File: src/hw/rtl/psqm_pkg.sv
// Shared constants for the periodic spend quota meter.
// Status codes, register indexes and stream packing widths.
// No dependencies.
package psqm_pkg;

	// timestamp and cap width
	localparam int TS_W = 64;

	// stream packing
	localparam int MOD_W       = 16;
	localparam int IN_DATA_W   = 144; // module_num, amount, now_time
	localparam int OUT_DATA_W  = 136; // status, spent_total_now, spent_period_now, pad
	localparam int STATUS_W    = 3;
	localparam int CFG_IDX_W   = 3;

	// result status codes
	localparam logic [STATUS_W-1:0] ST_OK        = 3'd0;
	localparam logic [STATUS_W-1:0] ST_SCOPE     = 3'd1;
	localparam logic [STATUS_W-1:0] ST_NOT_YET   = 3'd2;
	localparam logic [STATUS_W-1:0] ST_EXHAUSTED = 3'd3;
	localparam logic [STATUS_W-1:0] ST_OVERFLOW  = 3'd4;

	// configuration register indexes
	localparam logic [CFG_IDX_W-1:0] REG_MODULE_MASK   = 3'd0;
	localparam logic [CFG_IDX_W-1:0] REG_METERED       = 3'd1;
	localparam logic [CFG_IDX_W-1:0] REG_MAX_PER_ACT   = 3'd2;
	localparam logic [CFG_IDX_W-1:0] REG_MAX_TOTAL     = 3'd3;
	localparam logic [CFG_IDX_W-1:0] REG_MAX_PER_PER   = 3'd4;
	localparam logic [CFG_IDX_W-1:0] REG_PERIOD_LEN    = 3'd5;
	localparam logic [CFG_IDX_W-1:0] REG_PERIOD_ORIGIN = 3'd6;

endpackage

File: src/hw/rtl/periodic_spend_quota_meter.sv
// Top level of the periodic spend quota meter.
// Uses psqm_pkg for status codes, register indexes and packing widths.
//
// Usage:
//   s_* stream takes one request: tdata = module_num, amount, now_time;
//   tuser = action (0 check, 1 check and charge).
//   m_* stream returns one result per request: tdata = status,
//   spent_total_now, spent_period_now.
//   cfg_* channel writes one configuration register per request; it is
//   always ready and is to be used only while no request is in flight.
//   Writing period_origin also reloads the running period start.
// Sequencing:
//   A request is worked on alone; s_tready is low from acceptance until
//   the result is placed in the output register. After the scope step,
//   scope and unmetered outcomes go to the final step, a time before a
//   set period's start via the roll check, metered ones via the roll check
//   and sum step; a roll adds, before the sum, the remainder of elapsed
//   time by period length, one bit a cycle in a shared subtract/compare
//   unit. The next request is taken the cycle after the result is stored.
// Reset clears sequencer, configuration, spends, period start and m_tvalid.
// A stalled receiver holds the result; a following request may still be
// taken and then waits in its last step until the output register frees.
module periodic_spend_quota_meter #(
	parameter int AMOUNT_WIDTH = 64
) (
	input  logic                             clk,
	input  logic                             arst_n,
	// request stream
	input  logic                             s_tvalid,
	output logic                             s_tready,
	// module_num[15:0], amount[79:16], now_time[143:80]
	input  logic [psqm_pkg::IN_DATA_W-1:0]   s_tdata,
	// action[0]
	input  logic                             s_tuser,
	// result stream
	output logic                             m_tvalid,
	input  logic                             m_tready,
	// status[2:0], spent_total_now[66:3], spent_period_now[130:67], zero[135:131]
	output logic [psqm_pkg::OUT_DATA_W-1:0]  m_tdata,
	// configuration writes
	input  logic                             cfg_valid,
	output logic                             cfg_ready,
	input  logic [psqm_pkg::CFG_IDX_W-1:0]   cfg_index,
	input  logic [psqm_pkg::TS_W-1:0]        cfg_data
);
	import psqm_pkg::*;

	localparam int AW    = AMOUNT_WIDTH;
	localparam int CNT_W = $clog2(TS_W);

	// sequencer states
	localparam logic [2:0] S_IDLE    = 3'd0;
	localparam logic [2:0] S_SCOPE   = 3'd1;
	localparam logic [2:0] S_ROLLCHK = 3'd2;
	localparam logic [2:0] S_DIV     = 3'd3;
	localparam logic [2:0] S_SUM     = 3'd4;
	localparam logic [2:0] S_FIN     = 3'd5;

	logic [2:0] state_q;

	// configuration
	logic [TS_W-1:0] module_mask_q;
	logic            metered_q;
	logic [TS_W-1:0] max_per_act_q;
	logic [TS_W-1:0] max_total_q;
	logic [TS_W-1:0] max_per_per_q;
	logic [TS_W-1:0] period_len_q;

	// metering state
	logic [AW-1:0]   spent_total_q;
	logic [AW-1:0]   spent_period_q;
	logic [TS_W-1:0] period_start_q;

	// request in flight
	logic            action_q;
	logic [MOD_W-1:0] mod_q;
	logic [AW-1:0]   amount_q;
	logic [TS_W-1:0] now_q;
	logic            decided_q;
	logic [STATUS_W-1:0] status_q;
	logic            not_yet_q;
	logic            roll_q;
	logic [TS_W-1:0] elapsed_q;
	logic [TS_W-1:0] rem_q;
	logic [CNT_W-1:0] cnt_q;
	logic [AW:0]     total_sum_q;
	logic [AW:0]     period_sum_q;
	logic [TS_W-1:0] start_new_q;

	// output register
	logic                out_valid_q;
	logic [STATUS_W-1:0] out_status_q;
	logic [TS_W-1:0]     out_total_q;
	logic [TS_W-1:0]     out_period_q;

	logic in_acc;
	logic cfg_acc;
	logic out_free;

	assign s_tready  = (state_q == S_IDLE);
	assign cfg_ready = 1'b1;
	assign in_acc    = s_tvalid && s_tready;
	assign cfg_acc   = cfg_valid && cfg_ready;
	assign out_free  = !out_valid_q || m_tready;

	assign m_tvalid = out_valid_q;
	assign m_tdata  = {{(OUT_DATA_W - STATUS_W - 2 * TS_W){1'b0}},
		out_period_q, out_total_q, out_status_q};

	// scope and unmetered tests
	logic scope_bad;
	logic unmet_bad;
	assign scope_bad = (mod_q >= MOD_W'(TS_W)) || !module_mask_q[mod_q[CNT_W-1:0]];
	assign unmet_bad = (max_per_act_q != '0) || (max_total_q != '0) ||
		(max_per_per_q != '0) || (spent_total_q != '0) ||
		(spent_period_q != '0) || (period_len_q != '0);

	// elapsed time with borrow
	logic [TS_W:0] elapsed_diff;
	assign elapsed_diff = {1'b0, now_q} - {1'b0, period_start_q};

	// shared restoring remainder step
	logic [TS_W:0] div_shift;
	logic [TS_W:0] div_sub;
	assign div_shift = {rem_q, elapsed_q[TS_W-1]};
	assign div_sub   = div_shift - {1'b0, period_len_q};

	// final cap tests, in priority order
	logic [STATUS_W-1:0] fin_status;
	logic                fin_commit;
	always_comb begin
		fin_commit = 1'b0;
		priority if (decided_q) begin
			fin_status = status_q;
		end else if (TS_W'(amount_q) > max_per_act_q) begin
			fin_status = ST_EXHAUSTED;
		end else if (total_sum_q[AW]) begin
			fin_status = ST_OVERFLOW;
		end else if ((max_total_q != '0) && (TS_W'(total_sum_q[AW-1:0]) > max_total_q)) begin
			fin_status = ST_EXHAUSTED;
		end else if (period_sum_q[AW]) begin
			fin_status = ST_OVERFLOW;
		end else if ((period_len_q != '0) &&
			(TS_W'(period_sum_q[AW-1:0]) > max_per_per_q)) begin
			fin_status = ST_EXHAUSTED;
		end else begin
			fin_status = ST_OK;
			fin_commit = 1'b1;
		end
	end

	logic do_commit;
	assign do_commit = (state_q == S_FIN) && out_free && fin_commit && action_q;

	// sequencer
	always_ff @(posedge clk or negedge arst_n) begin
		if (!arst_n) begin
			state_q <= S_IDLE;
			cnt_q   <= '0;
		end else begin
			unique case (state_q)
				S_IDLE: begin
					if (in_acc) state_q <= S_SCOPE;
				end
				S_SCOPE: begin
					if (scope_bad || !metered_q) state_q <= S_FIN;
					else state_q <= S_ROLLCHK;
				end
				S_ROLLCHK: begin
					priority if (period_len_q == '0) begin
						state_q <= S_SUM;
					end else if (not_yet_q) begin
						state_q <= S_FIN;
					end else if (elapsed_q >= period_len_q) begin
						cnt_q   <= '0;
						state_q <= S_DIV;
					end else begin
						state_q <= S_SUM;
					end
				end
				S_DIV: begin
					cnt_q <= cnt_q + 1'b1;
					if (cnt_q == CNT_W'(TS_W - 1)) state_q <= S_SUM;
				end
				S_SUM: begin
					state_q <= S_FIN;
				end
				S_FIN: begin
					if (out_free) state_q <= S_IDLE;
				end
				default: state_q <= S_IDLE;
			endcase
		end
	end

	// request datapath
	always_ff @(posedge clk) begin
		unique case (state_q)
			S_IDLE: begin
				if (in_acc) begin
					action_q  <= s_tuser;
					mod_q     <= s_tdata[MOD_W-1:0];
					amount_q  <= AW'(s_tdata[MOD_W + TS_W - 1:MOD_W]);
					now_q     <= s_tdata[MOD_W + 2 * TS_W - 1:MOD_W + TS_W];
					decided_q <= 1'b0;
					roll_q    <= 1'b0;
				end
			end
			S_SCOPE: begin
				elapsed_q   <= elapsed_diff[TS_W-1:0];
				not_yet_q   <= elapsed_diff[TS_W];
				start_new_q <= period_start_q;
				if (scope_bad) begin
					decided_q <= 1'b1;
					status_q  <= ST_SCOPE;
				end else if (!metered_q) begin
					decided_q <= 1'b1;
					status_q  <= unmet_bad ? ST_SCOPE : ST_OK;
				end
			end
			S_ROLLCHK: begin
				rem_q <= '0;
				if ((period_len_q != '0) && not_yet_q) begin
					decided_q <= 1'b1;
					status_q  <= ST_NOT_YET;
				end
			end
			S_DIV: begin
				// one remainder bit per cycle
				if (!div_sub[TS_W]) rem_q <= div_sub[TS_W-1:0];
				else rem_q <= div_shift[TS_W-1:0];
				elapsed_q <= elapsed_q << 1;
				if (cnt_q == CNT_W'(TS_W - 1)) roll_q <= 1'b1;
			end
			S_SUM: begin
				total_sum_q  <= {1'b0, spent_total_q} + {1'b0, amount_q};
				period_sum_q <= (roll_q ? {(AW + 1){1'b0}} : {1'b0, spent_period_q}) +
					{1'b0, amount_q};
				// whole periods rolled: new start is now minus the remainder
				if (roll_q) start_new_q <= now_q - rem_q;
			end
			S_FIN: begin
			end
			default: begin
			end
		endcase
	end

	// configuration and metering state
	always_ff @(posedge clk or negedge arst_n) begin
		if (!arst_n) begin
			module_mask_q  <= '0;
			metered_q      <= 1'b0;
			max_per_act_q  <= '0;
			max_total_q    <= '0;
			max_per_per_q  <= '0;
			period_len_q   <= '0;
			spent_total_q  <= '0;
			spent_period_q <= '0;
			period_start_q <= '0;
		end else begin
			if (cfg_acc) begin
				unique case (cfg_index)
					REG_MODULE_MASK:   module_mask_q  <= cfg_data;
					REG_METERED:       metered_q      <= cfg_data[0];
					REG_MAX_PER_ACT:   max_per_act_q  <= cfg_data;
					REG_MAX_TOTAL:     max_total_q    <= cfg_data;
					REG_MAX_PER_PER:   max_per_per_q  <= cfg_data;
					REG_PERIOD_LEN:    period_len_q   <= cfg_data;
					REG_PERIOD_ORIGIN: period_start_q <= cfg_data;
					default: begin
					end
				endcase
			end else if (do_commit) begin
				spent_total_q  <= total_sum_q[AW-1:0];
				spent_period_q <= period_sum_q[AW-1:0];
				period_start_q <= start_new_q;
			end
		end
	end

	// output register
	always_ff @(posedge clk or negedge arst_n) begin
		if (!arst_n) begin
			out_valid_q <= 1'b0;
		end else begin
			if ((state_q == S_FIN) && out_free) out_valid_q <= 1'b1;
			else if (m_tready) out_valid_q <= 1'b0;
		end
	end

	always_ff @(posedge clk) begin
		if ((state_q == S_FIN) && out_free) begin
			out_status_q <= fin_status;
			out_total_q  <= do_commit ? TS_W'(total_sum_q[AW-1:0]) : TS_W'(spent_total_q);
			out_period_q <= do_commit ? TS_W'(period_sum_q[AW-1:0]) : TS_W'(spent_period_q);
		end
	end

endmodule

File: config.mk
export PLATFORM = sky130hd
export DESIGN_NAME = periodic_spend_quota_meter
export DESIGN_NICKNAME = d
export VERILOG_FILES = /design/src/hw/rtl/psqm_pkg.sv /design/src/hw/rtl/periodic_spend_quota_meter.sv
export SDC_FILE = /design/constraint.sdc
export NUM_CORES = 2
export LEC_CHECK = 0
export BUFFER_PORTS_ARGS = -buffer_cell sky130_fd_sc_hd__buf_4
export CAP_MARGIN = 40
export CELL_PAD_IN_SITES_DETAIL_PLACEMENT = 0
export CELL_PAD_IN_SITES_GLOBAL_PLACEMENT = 1
export CORE_MARGIN = 2
export CORE_UTILIZATION = 45
export CTS_CLUSTER_SIZE = 20
export DETAILED_ROUTE_END_ITERATION = 8
export PLACE_DENSITY_LB_ADDON = 0.1
export SETUP_SLACK_MARGIN = 0.2
export SKIP_LAST_GASP = 1
export SYNTH_ARGS = -nofsm -noshare
export SYNTH_HDL_FRONTEND = slang
export SYNTH_SLANG_ARGS = --single-unit
File: constraint.sdc
create_clock -name clk -period 6.05 [get_ports clk]
set_clock_uncertainty 0.1 [all_clocks]
set_input_delay 0.605 -clock clk [delete_from_list [all_inputs] [get_ports clk]]
set_output_delay 0.605 -clock clk [all_outputs]
set_load 0.02 [all_outputs]
Word-level counts from Yosys, hierarchy flattened
Cells that the tools add are included.
{"block": "op_classes", "reduce_logical": 49, "eq_ne": 22, "muxes": 51, "add_sub_neg": 6, "order_cmp": 6}
{"op": "$mux W64", "count": 8}
{"op": "$pmux W64 S2", "count": 3}
{"op": "$reduce_bool A64 Y1", "count": 6}
{"op": "$gt A64 B64 Y1", "count": 3}
{"op": "$add A64 B64 Y65", "count": 2}
{"op": "$sub A64 B64 Y65", "count": 1}
{"op": "$sub A65 B64 Y65", "count": 1}
{"op": "$ge A64 B64 Y1", "count": 1}
{"op": "$logic_not A64 Y1", "count": 1}
{"op": "$sub A64 B64 Y64", "count": 1}
{"op": "$mux W3", "count": 15}
{"op": "$mux W6", "count": 3}
{"op": "$pmux W3 S6", "count": 1}
{"op": "$reduce_and A2 Y1", "count": 9}
{"op": "$ge A16 B7 Y1 const B", "count": 1}
{"op": "$eq A3 B3 Y1 const B", "count": 5}
{"op": "$mux W1", "count": 15}
{"op": "$ne A2 B2 Y1 const B", "count": 7}
{"op": "$reduce_bool A2 Y1", "count": 7}
{"op": "$eq A3 B2 Y1 const B", "count": 4}
{"op": "$pmux W6 S2", "count": 1}
{"op": "$reduce_and A3 Y1", "count": 3}
{"op": "$logic_or A1 B1 Y1", "count": 8}
{"op": "$reduce_and A4 Y1", "count": 2}
{"op": "other kinds (15)", "count": 26}
{"block": "totals", "out_inout_bits": 139, "ff_bits": 1127, "inputBits": 217}

Longest topological paths before layout
{"block": "depth", "ltp_word": 12, "mapped_depth": 17, "depth_no_buf": 15}

Worst setup path before layout
No wires, ideal clock.
{"block": "synth_path", "path_type": "flip-flop to flip-flop", "startpoint": "register state_q[0]", "endpoint": "register start_new_q[0] (enable)", "setup_slack_ns": 0.238, "n_path_buf": 2, "arrival_ns": 5.183, "t_required_ns": 5.421, "setup_ns": 0.529, "stages_incl_launch_ff": 7, "path_cell_list": "dfrtp_1 -> clkbuf_1 -> nor2_1 -> nand2_1 -> clkbuf_1 -> clkinv_1 -> a21o_1"}
{"block": "synth_via", "elab_chain_len": 3}
{"element": "from (decl)", "line_no": "periodic_spend_quota_meter.sv:59", "source": "logic [2:0] state_q;"}
{"element": "from (signal assigned)", "line_no": "periodic_spend_quota_meter.sv:158", "source": "state_q <= S_IDLE;"}
{"element": "from (signal assigned)", "line_no": "periodic_spend_quota_meter.sv:163", "source": "if (in_acc) state_q <= S_SCOPE;"}
{"element": "from (signal assigned)", "line_no": "periodic_spend_quota_meter.sv:166", "source": "if (scope_bad || !metered_q) state_q <= S_FIN;"}
{"element": "$eq A3 B3 Y1 / $eq A3 B1 Y1 (equally long branches)", "line_no": "periodic_spend_quota_meter.sv:198", "source": "unique case (state_q)"}
{"element": "$ne A2 B2 Y1 (no line) / $reduce_bool A2 Y1 (equally long branches)"}
{"element": "$reduce_and A2 Y1 (no line) (*)"}
{"element": "to (signal assigned)", "line_no": "periodic_spend_quota_meter.sv:212", "source": "start_new_q <= period_start_q;"}
{"element": "to (signal assigned)", "line_no": "periodic_spend_quota_meter.sv:240", "source": "if (roll_q) start_new_q <= now_q - rem_q;"}
{"element": "to (decl)", "line_no": "periodic_spend_quota_meter.sv:88", "source": "logic [TS_W-1:0] start_new_q;"}
Mark *: on every way between the ends. The rest lies on a longest branch, timed or not.
A chain may end at the register's enable or synchronous reset.

Final worst setup path
{"block": "layout_path", "startpoint": "register max_per_act_q[53]", "endpoint": "register spent_total_q[59]"}
{"block": "layout_via", "elab_chain_len": 6}
{"element": "from (decl)", "line_no": "periodic_spend_quota_meter.sv:64", "source": "logic [TS_W-1:0] max_per_act_q;"}
{"element": "from (signal assigned)", "line_no": "periodic_spend_quota_meter.sv:266", "source": "REG_MAX_PER_ACT: max_per_act_q <= cfg_data;"}
{"element": "$gt A64 B64 Y1", "line_no": "periodic_spend_quota_meter.sv:135", "source": "end else if (TS_W'(amount_q) > max_per_act_q) begin"}
{"element": "$mux W1", "line_no": "periodic_spend_quota_meter.sv:135"}
{"element": "$mux W1", "line_no": "periodic_spend_quota_meter.sv:133", "source": "priority if (decided_q) begin"}
{"element": "$logic_and A1 B1 Y1 (2 in series)", "line_no": "periodic_spend_quota_meter.sv:153", "source": "assign do_commit = (state_q == S_FIN) && out_free && fin_commit && action_q;"}
{"element": "$mux W64"}
{"element": "to (signal assigned)", "line_no": "periodic_spend_quota_meter.sv:275", "source": "spent_total_q <= total_sum_q[AW-1:0];"}
{"element": "to (decl)", "line_no": "periodic_spend_quota_meter.sv:70", "source": "logic [AW-1:0] spent_total_q;"}
Every way passes these cells.

==> metrics.md <==
| Metric | Value |
|---|---|
| Crit path max fanout | `74` |
| Total power | `36.0 mW` |
| Clock Power Share | `23.4%` |
| Hold_ws | `0.0647 ns` |
| Crit share post-route | `88.1%` |
| Lkg Pwr | `35.2 nW` |
| Comb pwr share | `38.3%` |
| Core area | `151000 um2` |
| Drt wl/cell | `26.6 um` |
| Area growth syn-to-layout | `16.3%` |
| Total congestion overflow | `0` |
| Routed via count | `53673` |
| Die width | `394 um` |
| Vias in the first global route | `52669` |
| CTS tree | `built` |
| Reg2Reg Depth | `13` |
| Pin count of the biggest net entering global routing | `143` |
| Global-route wire length before repair | `354 mm` |
| Hold WC Path Type | `in -> reg` |
| Final slew viol count | `0` |
| DRC Markers | `0` |
| H-tree depth | `4` |
| Clk_lat worst skew | `0.78 ns` |
| Final Critical Period | `5.33 ns` |
| Critical Path RT | `6.60 ns` |
| Total routed wirelength | `242 mm` |
| Clock Path Buffers | `3` |
| Hold Violations, Final | `0` |
| Max VDD drop | `270 uV` |
| Max Cap Viol | `0` |
| Mapped Area | `68300 um2` |
| Vias per cell | `5.89` |
| Antenna Nets Post-Route | `0` |
| Top FF cell, synth | `edfxtp_1` |
| Site row count | `143` |
| Initial antenna violation count | `12` |
| Final Util | `52.5%` |
| Root Buffer | `clkbuf_16` |
| I/O pin count | `356` |
| PortBufs | `349` |
| CTS buffer count | `137` |
| Final worst setup slack | `0.720 ns` |
| Sequential fraction of the synthesis area | `45.6%` |
| Pre-CTS setup slack | `0.722 ns` |
| Gpl congestion | `0.929` |
| Synth area leader | `edfxtp_1` |
| Die area | `155000 um2` |
| Slew @ Worst Pin | `0.974 ns` |
| Gr usage total | `30.7%` |
| Max Fclk | `188 MHz` |
| Initial Utilization | `45.2%` |
| Post-synthesis cell type count | `95` |
| Max-Slew Margin vs Limit | `34.6%` |
| Number of synthesized flops with an enable pin | `603` |
| Seq pwr share | `38.3%` |
| Outcome | `finished clean` |
| Post-DP HPWL | `187 mm` |
| Post-Synthesis Cells | `6510` |
| Final setup fails | `0` |
| Hold depth | `3` |
| Setup_tns | `0 ns` |
| Fraction of registers with async set/reset | `46.4%` |
| Clock Pin Slew Worst Setup and Hold Paths | `0.06 ns` |
| Int Pwr | `21.9 mW` |
| RSZ-0062 raised after global routing | `no` |
| Die height | `394 um` |
| TritonRoute pass-1 iters | `6` |
| CP Data Arrival Time | `5.88 ns` |
| Nets | `7766` |
| Most common cell in the synthesized netlist | `edfxtp_1` |
| Average cell area after synthesis | `10.5 um2` |
| Number of synthesized register bits | `1126` |
| Synth cell count leaders | `603 x edfxtp_1, 576 x ha_1, 523 x dfrtp_1` |
| Fraction of layout cells with a size suffix above 1 | `15.4%` |
| CP Capture Type | `flop` |
| Synth warnings | `0` |
| Critical path class | `reg -> reg` |
| Sw frac | `39.1%` |
| CP Launch Type | `flop` |
| NetSw | `14.1 mW` |
| Pwr/cell area | `453 nW/um2` |
| Top-area cell type share of the netlist area | `26.5%` |
| Synth top area cells | `edfxtp_1 26%, dfrtp_1 19%, ha_1 11%` |
| Initial DRC count | `4786` |
| TritonCTS Sinks | `1126` |
## critical path, stage by stage, from the launching register on
cell	delay [ns]
dfrtp_1	0.69
inv_1	0.15
ha_1	0.34
nand4_1	0.12
nor3_1	0.39
nand4_1	0.42
nor3_1	0.45
o311ai_1	0.31
o2111ai_1	0.23
o21ai_0	0.18
o2111ai_4	0.16
or2_4	0.68
buf_12	0.48
mux2_1	0.38
## power by group through the flow
stage          combinational, mW  sequential [mW]  clock (mW)
2_1_floorplan               8.78             13.2           0
3_3_place_gp                13.4             13.8           0
3_5_place_dp                13.6             13.8           0
4_1_cts                     13.8             13.7        8.55
5_1_grt                     15.1             14.0        8.85
6_report                    13.8             13.8        8.41
## final timing paths
kind	startpoint	endpoint	slack [ns]
min	cfg_data[44]	max_per_act_q[44]$_DFFE_PN0P_	0.06
min in group asynchronous	arst_n	spent_total_q[10]$_DFFE_PN0N_	0.36
min reg2reg	module_mask_q[19]$_DFFE_PN0P_	module_mask_q[19]$_DFFE_PN0P_	0.40
max reg2reg	max_per_act_q[53]$_DFFE_PN0P_	spent_total_q[59]$_DFFE_PN0N_	0.72
max in group asynchronous	arst_n	period_start_q[62]$_DFFE_PN0P_	4.03
max	max_per_act_q[53]$_DFFE_PN0P_	spent_total_q[59]$_DFFE_PN0N_	0.72
## stage by stage
stage	instances	instance area, um2
3_5_place_dp	8713	73500
3_3_place_gp	8684	73100
5_1_grt	9110	79500
2_1_floorplan	6514	68400
4_1_cts	9110	79500
6_report	9112	79500
## kinds of logic after synthesis
kind of cell | after synthesis | share of synthesized area (%)
AO/OA/AOI/OAI | 1713 | 15.7
XOR/XNOR | 293 | 3.75
adder cells (fa/ha/maj) | 581 | 10.7
buffers and inverters | 760 | 4.39
flip-flops | 1126 | 45.6
multiplexers | 529 | 8.91
other | 2 | 0.0110
AND/OR/NAND/NOR | 1506 | 10.9
## timing repair
item / CTS / global route
hold buffers: 146 / 0
hold endpoints to repair: 232 / 0
resized for setup: 0 / 0
buffers inserted: 0 / 0
## flip-flops by register name, summed over array words and instances (netlist names), 2 cells and up
name,cells
period_sum_q,65
total_sum_q,65
amount_q,64
elapsed_q,64
max_per_act_q,64
max_per_per_q,64
max_total_q,64
module_mask_q,64
now_q,64
out_period_q,64
out_total_q,64
period_len_q,64
period_start_q,64
rem_q,64
spent_period_q,64
spent_total_q,64
start_new_q,64
mod_q,16
cnt_q,6
out_status_q,3
state_q,3
status_q,2
## metal layers
metal	share of wire [%]	track usage [%]	vias to the layer above	routed length, um
met4	3.0	8.63	2	7300
met1	46	44.5	26832	112000
li1	-	-	24864	-
met5	0.0029	0	-	7
met3	6.0	4.17	248	14500
met2	45	48.1	1727	109000
## layout by cell type (no fill, tap or decap), drive strengths merged, types with 146 or more instances in the layout
cell type and count:
dfrtp 523, a21oi 501, edfxtp 603, ha 576, nor2 296, nand2 459, mux2 453, o21ai 408
clkbuf 191, xnor2 177, dlygate4sd3 146, a21o 309, inv 494, buf 439
## area by class of cell
| cell class | count | area (um2) |
|---|---|---|
| Antenna cell | 2 | 5.00 |
| Sequential cell | 1126 | 31200 |
| Multi-Input combinational cell | 4628 | 34300 |
| Clock buffer | 191 | 3920 |
| Fill cell | 13691 | 71900 |
| Tap cell | 2030 | 2540 |
| Clock inverter | 60 | 627 |
| Timing Repair Buffer | 591 | 5070 |
| Inverter | 484 | 1820 |
Power figures use the tool's default switching activity.
